===== src/design/sddc_pkg.sv =====
package sddc_pkg;

    // Step directions, also the codes held in the change list
    typedef enum logic [1:0] {
        DIR_RIGHT = 2'd0,
        DIR_LEFT  = 2'd1,
        DIR_UP    = 2'd2,
        DIR_DOWN  = 2'd3
    } dir_t;

    localparam int KEPT_CHANGES    = 4;
    localparam int CHANGE_IDX_BITS = $clog2(KEPT_CHANGES);
    localparam int JOB_COORD_BITS  = 16;
    localparam int QUEUE_DEPTH     = 2;
    localparam int QUEUE_PTR_BITS  = $clog2(QUEUE_DEPTH);
    localparam int QUEUE_CNT_BITS  = $clog2(QUEUE_DEPTH + 1);

    localparam logic [3:0] COUNT_MAX = 4'd15;
    localparam logic [3:0] NO_MATCH  = 4'd10;

    // Configuration register indexes
    localparam logic REG_SMOOTHING = 1'b0;
    localparam logic REG_ZERO_SIX  = 1'b1;

    typedef dir_t [KEPT_CHANGES-1:0] changes_t;

    typedef struct packed {
        logic [11:0] pos_x;
        logic [11:0] pos_y;
        logic        stroke_end;
    } in_item_t;

    typedef struct packed {
        logic [3:0] digit_code;
        logic [3:0] change_total;
    } out_item_t;

    // One finished stroke waiting for classification
    typedef struct packed {
        changes_t                  changes;
        logic [3:0]                count;
        logic [JOB_COORD_BITS-1:0] dx;
        logic [JOB_COORD_BITS-1:0] dy;
    } job_t;

    typedef struct packed {
        logic full;
        logic empty;
    } q_status_t;

    // Decision tree over the kept direction changes
    function automatic logic [3:0] classify(changes_t c, logic [3:0] count, logic six);
        logic [3:0] res;
        res = NO_MATCH;
        case (count)
            4'd1: res = 4'd1;
            4'd2: begin
                if ((c[0] == DIR_DOWN && c[1] != DIR_UP) ||
                    (c[0] == DIR_UP && c[1] == DIR_DOWN))
                    res = 4'd1;
                else if (c[0] == DIR_RIGHT && c[1] == DIR_DOWN)
                    res = 4'd7;
            end
            4'd3: begin
                if (c[0] == DIR_RIGHT) begin
                    if (c[1] == DIR_DOWN) begin
                        if (c[2] == DIR_RIGHT) res = 4'd2;
                        else if (c[2] == DIR_LEFT) res = 4'd7;
                    end else if (c[1] == DIR_UP && c[2] == DIR_DOWN) begin
                        res = 4'd1;
                    end
                end else if (c[0] == DIR_LEFT && c[1] == DIR_DOWN && c[2] == DIR_LEFT) begin
                    res = 4'd5;
                end else if (c[0] == DIR_UP && c[1] == DIR_LEFT && c[2] == DIR_DOWN) begin
                    res = 4'd7;
                end
            end
            4'd4: begin
                if (c[0] == DIR_UP && c[1] == DIR_RIGHT && c[2] == DIR_DOWN) begin
                    if (c[3] == DIR_RIGHT) res = 4'd2;
                    else if (c[3] == DIR_LEFT) res = 4'd7;
                end else if (c[0] == DIR_LEFT) begin
                    if (c[1] == DIR_UP && c[2] == DIR_RIGHT && c[3] == DIR_DOWN)
                        res = 4'd9;
                    else if (c[1] == DIR_RIGHT && c[2] == DIR_DOWN && c[3] == DIR_LEFT)
                        res = 4'd5;
                    else if (c[1] == DIR_DOWN && c[2] == DIR_LEFT && c[3] == DIR_UP)
                        res = 4'd0;
                end else if (c[0] == DIR_DOWN && c[1] == DIR_RIGHT && c[2] == DIR_UP) begin
                    if (c[3] == DIR_DOWN) res = 4'd4;
                    else if (c[3] == DIR_LEFT) res = six ? 4'd6 : 4'd0;
                end else if (c[0] == DIR_RIGHT) begin
                    if (c[1] == DIR_DOWN && c[2] == DIR_LEFT && c[3] == DIR_RIGHT)
                        res = 4'd2;
                    else if (c[1] == DIR_LEFT && c[2] == DIR_RIGHT && c[3] == DIR_LEFT)
                        res = 4'd3;
                end
            end
            default: res = NO_MATCH;
        endcase
        return res;
    endfunction

endpackage


===== src/design/stroke_direction_digit_classifier_unit.sv =====
// Pen stroke digit classifier.
// Input channel (s_*): one stroke vertex per transaction; stroke_end marks the
// last vertex. A vertex is taken every cycle while the stroke queue has room.
// Output channel (m_*): one result per stroke, carrying the digit code
// (10 = no match) and the number of direction changes.
// The last vertex's job is written into the queue, then classified into the output register;
// one vertex per cycle sustained while the queue has room, set by the front update loop.
// The front smooths each vertex, classes the step and updates the change list;
// finished strokes wait in a 2-entry queue; the back runs the decision tree
// and holds the result in an output register.
// A stalled receiver stops the back end only; the front keeps accepting
// vertices until two finished strokes are queued behind the held result.
// Reset clears stroke state, queue and output valid, and sets smoothing off
// and the zero/six factor to 4. Registers are written over the APB port:
// 0x0 smoothing enable, 0x4 zero/six factor.
module stroke_direction_digit_classifier_unit
    import sddc_pkg::*;
#(
    parameter int COORD_BITS = 12
) (
    input  logic        aclk,
    input  logic        aresetn,
    input  logic        s_valid,
    output logic        s_ready,
    input  in_item_t    s_payload,
    output logic        m_valid,
    input  logic        m_ready,
    output out_item_t   m_payload,
    input  logic        psel,
    input  logic        penable,
    input  logic        pwrite,
    input  logic [2:0]  paddr,
    input  logic [31:0] pwdata,
    output logic [31:0] prdata,
    output logic        pready
);

    logic       smoothing_enable_reg;
    logic [3:0] zero_six_factor_reg;
    logic       reg_idx;
    logic       cfg_write;

    logic      push, pop;
    job_t      push_job, pop_job;
    q_status_t q_status;

    // Configuration registers
    assign pready    = 1'b1;
    assign reg_idx   = paddr[2];
    assign cfg_write = psel && penable && pwrite;

    always_ff @(posedge aclk) begin
        if (!aresetn) begin
            smoothing_enable_reg <= 1'b0;
            zero_six_factor_reg  <= 4'd4;
        end else if (cfg_write) begin
            unique case (reg_idx)
                REG_SMOOTHING: smoothing_enable_reg <= pwdata[0];
                REG_ZERO_SIX:  zero_six_factor_reg  <= pwdata[3:0];
                default: ;
            endcase
        end
    end

    always_comb begin
        unique case (reg_idx)
            REG_SMOOTHING: prdata = {31'd0, smoothing_enable_reg};
            REG_ZERO_SIX:  prdata = {28'd0, zero_six_factor_reg};
            default:       prdata = '0;
        endcase
    end

    sddc_front #(
        .COORD_BITS (COORD_BITS)
    ) u_front (
        .aclk             (aclk),
        .aresetn          (aresetn),
        .smoothing_enable (smoothing_enable_reg),
        .s_valid          (s_valid),
        .s_ready          (s_ready),
        .s_payload        (s_payload),
        .q_status         (q_status),
        .push             (push),
        .push_job         (push_job)
    );

    sddc_queue u_queue (
        .aclk     (aclk),
        .aresetn  (aresetn),
        .push     (push),
        .push_job (push_job),
        .pop      (pop),
        .pop_job  (pop_job),
        .status   (q_status)
    );

    sddc_back u_back (
        .aclk            (aclk),
        .aresetn         (aresetn),
        .zero_six_factor (zero_six_factor_reg),
        .q_status        (q_status),
        .pop             (pop),
        .pop_job         (pop_job),
        .m_valid         (m_valid),
        .m_ready         (m_ready),
        .m_payload       (m_payload)
    );

endmodule


===== src/design/sddc_front.sv =====
module sddc_front
    import sddc_pkg::*;
#(
    parameter int COORD_BITS = 12
) (
    input  logic      aclk,
    input  logic      aresetn,
    input  logic      smoothing_enable,
    input  logic      s_valid,
    output logic      s_ready,
    input  in_item_t  s_payload,
    input  q_status_t q_status,
    output logic      push,
    output job_t      push_job
);

    function automatic logic [COORD_BITS-1:0] abs_diff(logic [COORD_BITS-1:0] a,
                                                       logic [COORD_BITS-1:0] b);
        return (a >= b) ? (a - b) : (b - a);
    endfunction

    logic                  have_prior_reg;
    logic [COORD_BITS-1:0] prior_x_reg, prior_y_reg;
    logic [COORD_BITS-1:0] start_x_reg, start_y_reg;
    dir_t                  heading_reg;
    changes_t              list_reg;
    logic [3:0]            count_reg;

    logic                  accept;
    logic [COORD_BITS-1:0] x_raw, y_raw, x_new, y_new;
    logic [COORD_BITS-1:0] ax, ay, start_x_eff, start_y_eff;
    dir_t                  dir;
    logic                  is_change;
    changes_t              list_next;
    logic [3:0]            count_next;

    assign s_ready = !q_status.full;
    assign accept  = s_valid && s_ready;

    // Smoothing, step direction and change-list update
    always_comb begin
        x_raw = COORD_BITS'(s_payload.pos_x);
        y_raw = COORD_BITS'(s_payload.pos_y);
        if (have_prior_reg && smoothing_enable) begin
            x_new = (prior_x_reg >> 1) + (prior_x_reg >> 2) + (x_raw >> 2);
            y_new = (prior_y_reg >> 1) + (prior_y_reg >> 2) + (y_raw >> 2);
        end else begin
            x_new = x_raw;
            y_new = y_raw;
        end
        ax = abs_diff(x_new, prior_x_reg);
        ay = abs_diff(y_new, prior_y_reg);
        if (ax >= ay)
            dir = (x_new >= prior_x_reg) ? DIR_RIGHT : DIR_LEFT;
        else
            dir = (y_new < prior_y_reg) ? DIR_UP : DIR_DOWN;

        is_change = have_prior_reg && ((count_reg == 4'd0) || (dir != heading_reg));
        list_next = list_reg;
        if (is_change && (count_reg < 4'(KEPT_CHANGES)))
            list_next[count_reg[CHANGE_IDX_BITS-1:0]] = dir;
        count_next = (is_change && (count_reg != COUNT_MAX)) ? count_reg + 4'd1 : count_reg;

        start_x_eff = have_prior_reg ? start_x_reg : x_raw;
        start_y_eff = have_prior_reg ? start_y_reg : y_raw;
    end

    // Finished stroke goes to the queue
    assign push             = accept && s_payload.stroke_end;
    assign push_job.changes = list_next;
    assign push_job.count   = count_next;
    assign push_job.dx      = JOB_COORD_BITS'(abs_diff(start_x_eff, x_new));
    assign push_job.dy      = JOB_COORD_BITS'(abs_diff(start_y_eff, y_new));

    // Stroke control state
    always_ff @(posedge aclk) begin
        if (!aresetn) begin
            have_prior_reg <= 1'b0;
            heading_reg    <= DIR_RIGHT;
            count_reg      <= 4'd0;
        end else if (accept) begin
            if (s_payload.stroke_end) begin
                have_prior_reg <= 1'b0;
                heading_reg    <= DIR_RIGHT;
                count_reg      <= 4'd0;
            end else begin
                have_prior_reg <= 1'b1;
                count_reg      <= count_next;
                if (is_change)
                    heading_reg <= dir;
            end
        end
    end

    // Coordinates and change list
    always_ff @(posedge aclk) begin
        if (accept) begin
            prior_x_reg <= x_new;
            prior_y_reg <= y_new;
            list_reg    <= list_next;
            if (!have_prior_reg) begin
                start_x_reg <= x_raw;
                start_y_reg <= y_raw;
            end
        end
    end

endmodule


===== src/design/sddc_queue.sv =====
module sddc_queue
    import sddc_pkg::*;
(
    input  logic      aclk,
    input  logic      aresetn,
    input  logic      push,
    input  job_t      push_job,
    input  logic      pop,
    output job_t      pop_job,
    output q_status_t status
);

    job_t                    mem_reg [QUEUE_DEPTH];
    logic [QUEUE_PTR_BITS-1:0] wr_ptr_reg, rd_ptr_reg;
    logic [QUEUE_CNT_BITS-1:0] cnt_reg;

    assign status.full  = (cnt_reg == QUEUE_CNT_BITS'(QUEUE_DEPTH));
    assign status.empty = (cnt_reg == '0);
    assign pop_job      = mem_reg[rd_ptr_reg];

    // Pointers and fill count
    always_ff @(posedge aclk) begin
        if (!aresetn) begin
            wr_ptr_reg <= '0;
            rd_ptr_reg <= '0;
            cnt_reg    <= '0;
        end else begin
            if (push)
                wr_ptr_reg <= (wr_ptr_reg == QUEUE_PTR_BITS'(QUEUE_DEPTH - 1)) ?
                              '0 : wr_ptr_reg + 1'b1;
            if (pop)
                rd_ptr_reg <= (rd_ptr_reg == QUEUE_PTR_BITS'(QUEUE_DEPTH - 1)) ?
                              '0 : rd_ptr_reg + 1'b1;
            if (push && !pop)
                cnt_reg <= cnt_reg + 1'b1;
            else if (pop && !push)
                cnt_reg <= cnt_reg - 1'b1;
        end
    end

    // Entry storage
    always_ff @(posedge aclk) begin
        if (push)
            mem_reg[wr_ptr_reg] <= push_job;
    end

`ifndef SYNTH
    a_no_overflow: assert property (@(posedge aclk) disable iff (!aresetn)
        !(push && status.full))
        else $error("queue push while full");
    a_no_underflow: assert property (@(posedge aclk) disable iff (!aresetn)
        !(pop && status.empty))
        else $error("queue pop while empty");
    a_count_range: assert property (@(posedge aclk) disable iff (!aresetn)
        cnt_reg <= QUEUE_CNT_BITS'(QUEUE_DEPTH))
        else $error("queue count out of range");
    a_push_lands: assert property (@(posedge aclk) disable iff (!aresetn)
        (push && !pop) |=> !status.empty)
        else $error("pushed entry lost");
`endif

endmodule


===== src/design/sddc_back.sv =====
module sddc_back
    import sddc_pkg::*;
(
    input  logic      aclk,
    input  logic      aresetn,
    input  logic [3:0] zero_six_factor,
    input  q_status_t q_status,
    output logic      pop,
    input  job_t      pop_job,
    output logic      m_valid,
    input  logic      m_ready,
    output out_item_t m_payload
);

    localparam int PROD_BITS = JOB_COORD_BITS + 4;

    logic                 m_valid_reg;
    out_item_t            m_payload_reg;
    logic [PROD_BITS-1:0] prod;
    logic                 six;
    out_item_t            result;

    assign pop = !q_status.empty && (!m_valid_reg || m_ready);

    // Zero/six ratio test and decision tree
    always_comb begin
        prod                = PROD_BITS'(zero_six_factor) * PROD_BITS'(pop_job.dx);
        six                 = PROD_BITS'(pop_job.dy) > prod;
        result.digit_code   = classify(pop_job.changes, pop_job.count, six);
        result.change_total = pop_job.count;
    end

    // Output register
    always_ff @(posedge aclk) begin
        if (!aresetn)
            m_valid_reg <= 1'b0;
        else if (pop)
            m_valid_reg <= 1'b1;
        else if (m_ready)
            m_valid_reg <= 1'b0;
    end

    always_ff @(posedge aclk) begin
        if (pop)
            m_payload_reg <= result;
    end

    assign m_valid   = m_valid_reg;
    assign m_payload = m_payload_reg;

endmodule


===== config.mk =====
export PLATFORM = sky130hd
export DESIGN_NAME = stroke_direction_digit_classifier_unit
export DESIGN_NICKNAME = d
export VERILOG_FILES = /design/src/design/sddc_pkg.sv /design/src/design/stroke_direction_digit_classifier_unit.sv /design/src/design/sddc_front.sv /design/src/design/sddc_queue.sv /design/src/design/sddc_back.sv
export SDC_FILE = /design/constraint.sdc
export NUM_CORES = 1
export LEC_CHECK = 0
export BUFFER_PORTS_ARGS = -buffer_cell sky130_fd_sc_hd__buf_4
export CAP_MARGIN = 20
export CORE_MARGIN = 2
export CORE_UTILIZATION = 35
export CTS_CLUSTER_SIZE = 30
export DETAILED_ROUTE_END_ITERATION = 6
export GPL_TIMING_DRIVEN = 0
export PLACE_DENSITY_LB_ADDON = 0.12
export SETUP_SLACK_MARGIN = 0.5
export SLEW_MARGIN = 15
export SYNTH_ARGS = -nofsm -noshare
export SYNTH_HDL_FRONTEND = slang
export SYNTH_SLANG_ARGS = --single-unit

===== constraint.sdc =====
create_clock -name aclk -period 10.03 [get_ports aclk]
set_input_delay 2.006 -clock aclk [delete_from_list [all_inputs] [get_ports aclk]]
set_output_delay 2.006 -clock aclk [all_outputs]
set_load 0.1 [all_outputs]

# After elaboration in Yosys (flattened, before gate mapping)
# Memory sizes are Yosys's and may differ from the RTL's. A register that Yosys moved wholly into a read port is not among the register bits.
# Index checks and enable logic that the tools add are counted.
# op_classes
eq_ne	20
n_bitwise	1
n_addsub	17
n_reduce_logical	53
n_mul	1
order_cmp	10
mux	55
# op_table
cell	n
$mux W12	8
$mux W4	24
$sub A12 B12 Y12	8
$pmux W32 S2	1
$ge A12 B12 Y1	5
$logic_and A1 B1 Y1	33
$add A11 B10 Y12	2
$add A12 B10 Y12	2
$gt A16 B20 Y1	1
$mul A4 B16 Y20	1
$eq A2 B2 Y1 const B	9
$pmux W4 S4	1
$lt A12 B12 Y1	1
$mux W2	6
$mux W1	11
$logic_not A2 Y1	5
$bwmux W8	1
$eq A2 B1 Y1 const B	4
$eq A4 B2 Y1 const B	2
$mux W8	1
$reduce_and A2 Y1	3
$reduce_bool A2 Y1	3
$logic_not A1 Y1	5
$add A4 B1 Y4 const B	1
16 further kinds	19
# word_totals
regBits	81
elab_cells	177
input_bits	67
out_inout_bits	43
memories	1
mem_bits_rw	72
# mem_list
memory	depth	width	rd	rd_clocked_by_memory_dff	write_ports	line_no	text
u_queue.mem_reg	2	36	1	1	1	sddc_queue.sv:13	job_t mem_reg [QUEUE_DEPTH];

# Logic depth before layout (Yosys ltp)
# depth
depth_word	13
mapped_depth	35
mapped_depth_nobuf	31

# Hierarchy
# A second synthesis with hierarchy kept.
# unflattened
hier_cells	1537
hier_area_um2	15617.5
# modules_own_cells
mod	cells_per_inst	n_inst	area_per_inst_um2	seq_area_each_um2
sddc_front	908	1	8549.4	1821.7
sddc_queue	159	1	3392.0	2742.6
sddc_back	412	1	3194.3	260.2
stroke_direction_digit_classifier_unit	58	1	481.7	100.1

# Least setup slack after synthesis
# Ideal clock, no wire load.
# synth_path
path_type	input-to-reg
from	input s_payload[4] (netlist name)
to	register u_front.list_reg[2] (netlist name), data pin
stages	31
slack_ps	1111
arrival_ps	8649
n_path_buf	1
cell_sequence	inv_1 > fa_1 > inv_1 > ha_1 > fa_1 > a21o_1 > a21oi_1 > o21bai_1 > a21oi_1 > o21bai_1 > a21oi_1 > xnor2_1 > mux2_2 > ha_1 > and2_1 > a31o_1 > o41a_1 > nor2_4 > mux2_2 > o21ai_0 > nand3_1 > ha_1 > nand4_1 > or2_1 > a2111oi_4 > o311a_1 > nand3_1 > a32o_1 > buf_6 > nand3_1 > mux2_1
# synth_lines
item	line_no	text
from (decl)	stroke_direction_digit_classifier_unit.sv:25	input in_item_t s_payload,
to (signal assigned)	sddc_front.sv:100	list_reg <= list_next;
to (decl)	sddc_front.sv:26	changes_t list_reg;

==> flow_summary_export.csv <==
group,metric,value,unit
power,power_density,206.7,nW/um^2
critical_path,reg2reg_to,"u_queue.mem_reg[1][35]",
sta,finalSetupViolations,0,
finish,largest_reg_flops,72,
hold_path,min_path_cells,2,
power,p_seq_share,26.4,%
sta,slew_viol_final,0,
clocking,cts.path.max_buffers,2,
finish,n_fill_cell,4094,
finish,instances_no_fill,2144,
sta,hold_viol,0,
yosys,synth_top_cell_by_area,"edfxtp_1",
hold_path,hold_class,"reg2reg",
power,p_comb_share,53.8,%
sta,post-route-period-util,92.90,%
sta,skew,14.31,ps
placed_design,place_area,15660,um^2
clocking,clockRootBuffer,"clkbuf_16",
sta,min_period,9318,ps
critical_path,critPathCaptureType,"flip-flop",
yosys,yosysWarnings,0,
global_routing,antenna_found_initial,0,
power,p_int,1.944,mW
critical_path,rr_worst_depth,35,
yosys,syn_area,14460,um^2
route,ant_nets,0,
yosys,synth-async-reset-ratio,0,%
sta,worst_slew_pin_slew,1000,ps
global_routing,grt_util_all_layers,17.63,%
power,sw_frac_of_total,43.24,%
power,ir_drop,0.00008049,V
finish,drive_above_1_share,14.21,%
flow_run,cap_violations,0,
global_routing,grt.overflow.total,0,
floorplan,num_rows,74,
sta,fmaxAchievable,107.3,MHz
clocking,insertion_delay,450,ps
power,p_sw,1.481,mW
critical_path,max_stage_delay,540,ps
finish,syn2layout_area_growth,14.62,%
finish,diodes,0,
yosys,synth.area.top_cells,"edfxtp_1 28%, ha_1 14%, fa_1 6.9%, mux2i_1 4.1%, inv_1 3.7%",
finish,final_util,40.58,%
critical_path,crit_fanout,10,
clocking,cts_buffers,17,
clocking,clkTransAtPathRegs,70,ps
power,pwr-share-clk,19.8,%
floorplan,die_y,207.2,um
yosys,ys_ff_latch,154,
finish,final_cell_area,16570,um^2
power,total_power,3.425,mW
critical_path,worstReg2RegStart,"u_front.prior_y_reg[2]",
floorplan,start_util,35.41,%
critical_path,reg2reg_slack,2000,ps
critical_path,arrival,9510,ps
yosys,syn_area_per_cell,9.729,um^2
placed_design,dp_cells,2097,
clocking,cts_num_sinks,154,
global_routing,grt_pass1_wl,59980,um
route,firstDrtPassIters,5,
clocking,ctsHoldBuffers,0,
route,wl_per_cell,17.47,um
critical_path,crit_type,"in2reg",
yosys,synth_top_area_share,28.25,%
placed_design,io_buffer_count,50,
clocking,cts-htree-levels,4,
finish,nets,1879,
floorplan,pin_count,110,
route,drt_iter0_drc,679,
yosys,synth.distinct_cells,86,
run_status,status,"complete, no violations",
power,p_leak,7.201,nW
yosys,synth_flop_cell,"edfxtp_1",
clocking,cts_tree,"done",
global_routing,grt_max_degree,65,
floorplan,dieArea,42950,um^2
placed_design,dp_hpwl,30070,um
hold_path,hold_path.startpoint,"u_front.heading_reg[0]",
yosys,synth_common_cells,"163 x ha_1, 143 x inv_1, 139 x nand2_1",
critical_path,cp-start-kind,"input pin",
global_routing,grt_pass1_vias,11010,
route,vias_per_cell,5.175,
sta,rsz0062_at_grt,"false",
placed_design,globalplace.congestion,0.8666,
yosys,synth-edff-count,136,
critical_path,worstPathRequired,10220,ps
sta,tns,0,ps
route,route.detailed.drc,0,
route,drt-total-wl,37450,um
floorplan,die_w,207.2,um
yosys,syn_inst,1486,
yosys,ys_seq_area_share,30.74,%
floorplan,core,40830,um^2
hold_path,min_to,"u_front.heading_reg[0]",
sta,max-slew-margin-rel,32.60,%
route,vias,11100,
yosys,yosysMostFrequentCell,"ha_1",
critical_path,cp_slowest_cell,"fa_1",
==> placed cells by master (no fill, tap or decap), types with 44 or more instances in the layout <==
cell      Yosys  layout
nand2_1     139     139
o21ai_0      64      61
mux2_2       42      44
edfxtp_1    136     136
a21oi_1      93      83
inv_1       143     143
ha_1        163     162
fa_1         50      50
a21o_1       50      50
nor2_1       48      47
buf_4        30      94
mux2i_1      59      58
==> power by group through the flow <==
| stage | clock network [mW] | logic, mW | registers (mW) |
|---|---|---|---|
| final | 0.679 | 1.84 | 0.905 |
| after global placement | 0 | 1.76 | 0.922 |
| after CTS | 0.698 | 1.82 | 0.906 |
| after floorplan | 0 | 1.26 | 1.00 |
| after global routing | 0.726 | 2.04 | 0.917 |
| after detailed placement | 0 | 1.78 | 0.919 |
==> area by class of cell <==
cell class / count / area, um^2 / area share [%]
Buffer: 74 / 446.7 / 2.696
Timing Repair Buffer: 67 / 535.5 / 3.232
Multi-Input combinational cell: 1141 / 9328 / 56.29
Sequential cell: 154 / 4444 / 26.82
Inverter: 144 / 545.5 / 3.292
Clock buffer: 18 / 429.2 / 2.590
Clock inverter: 14 / 176.4 / 1.065
Tap cell: 532 / 665.6 / 4.017
==> logic make-up (layout without fill, tap and decap cells) <==
kind of cell             count (synthesis)  in the layout  synth area share (%)
AO/OA/AOI/OAI                          347            347                 16.53
XOR/XNOR                                65             65                 3.938
adder cells (fa/ha/maj)                213            213                 21.03
buffers and inverters                  218            317                 6.742
flip-flops                             154            154                 30.74
multiplexers                           109            109                 7.979
other                                    2             29               0.05194
AND/OR/NAND/NOR                        378            378                 12.99
==> repair_timing <==
item / 4_1_cts / 5_1_grt
endpoints found under the setup margin: 35 / 35
gates cloned: 0 / 0
pin swaps: 8 / 13
resized for setup: 14 / 27
setup buffers: 8 / 7
==> layer usage <==
metal / wire (um) / vias to the layer above / track usage, %
li1: - / 5503 / -
met1: 18110 / 5323 / 24.20
met4: 1282 / 0 / 7.192
met5: 0 / - / 0
met2: 16990 / 214 / 28.37
met3: 1071 / 56 / 1.936
==> worst max-delay path by stage <==
stage / startpoint / endpoint / slack, ps / cells after the start
3_5_place_dp: s_payload[4] / u_queue.mem_reg[0][35] / -660 / 33
2_1_floorplan: s_payload[4] / u_front.list_reg[2] / 1110 / 31
5_1_grt: s_payload[4] / u_front.list_reg[7] / 480 / 34
4_1_cts: s_payload[16] / u_queue.mem_reg[0][35] / 510 / 35
3_3_place_gp: s_payload[4] / u_queue.mem_reg[0][35] / -680 / 33
6_report: s_payload[4] / u_queue.mem_reg[1][35] / 710 / 36
==> metrics by stage <==
stage	hold WS, ps	setup WS, ps
after floorplan	455.8	1111
after global placement	480.3	-684.7
after detailed placement	502.1	-658.5
after CTS	518.1	514.0
after global routing	536.4	480.0
final	514.0	712.3
==> worst max-delay path: cells and delay by family <==
kind	cells	cell delay, ps
AO/OA/AOI/OAI	12	2530
XOR/XNOR	2	520
multiplexers	1	390
AND/OR/NAND/NOR	8	1420
adder cells (fa/ha/maj)	5	1710
buffers and inverters	8	910
Power figures use the tool's default switching activity.
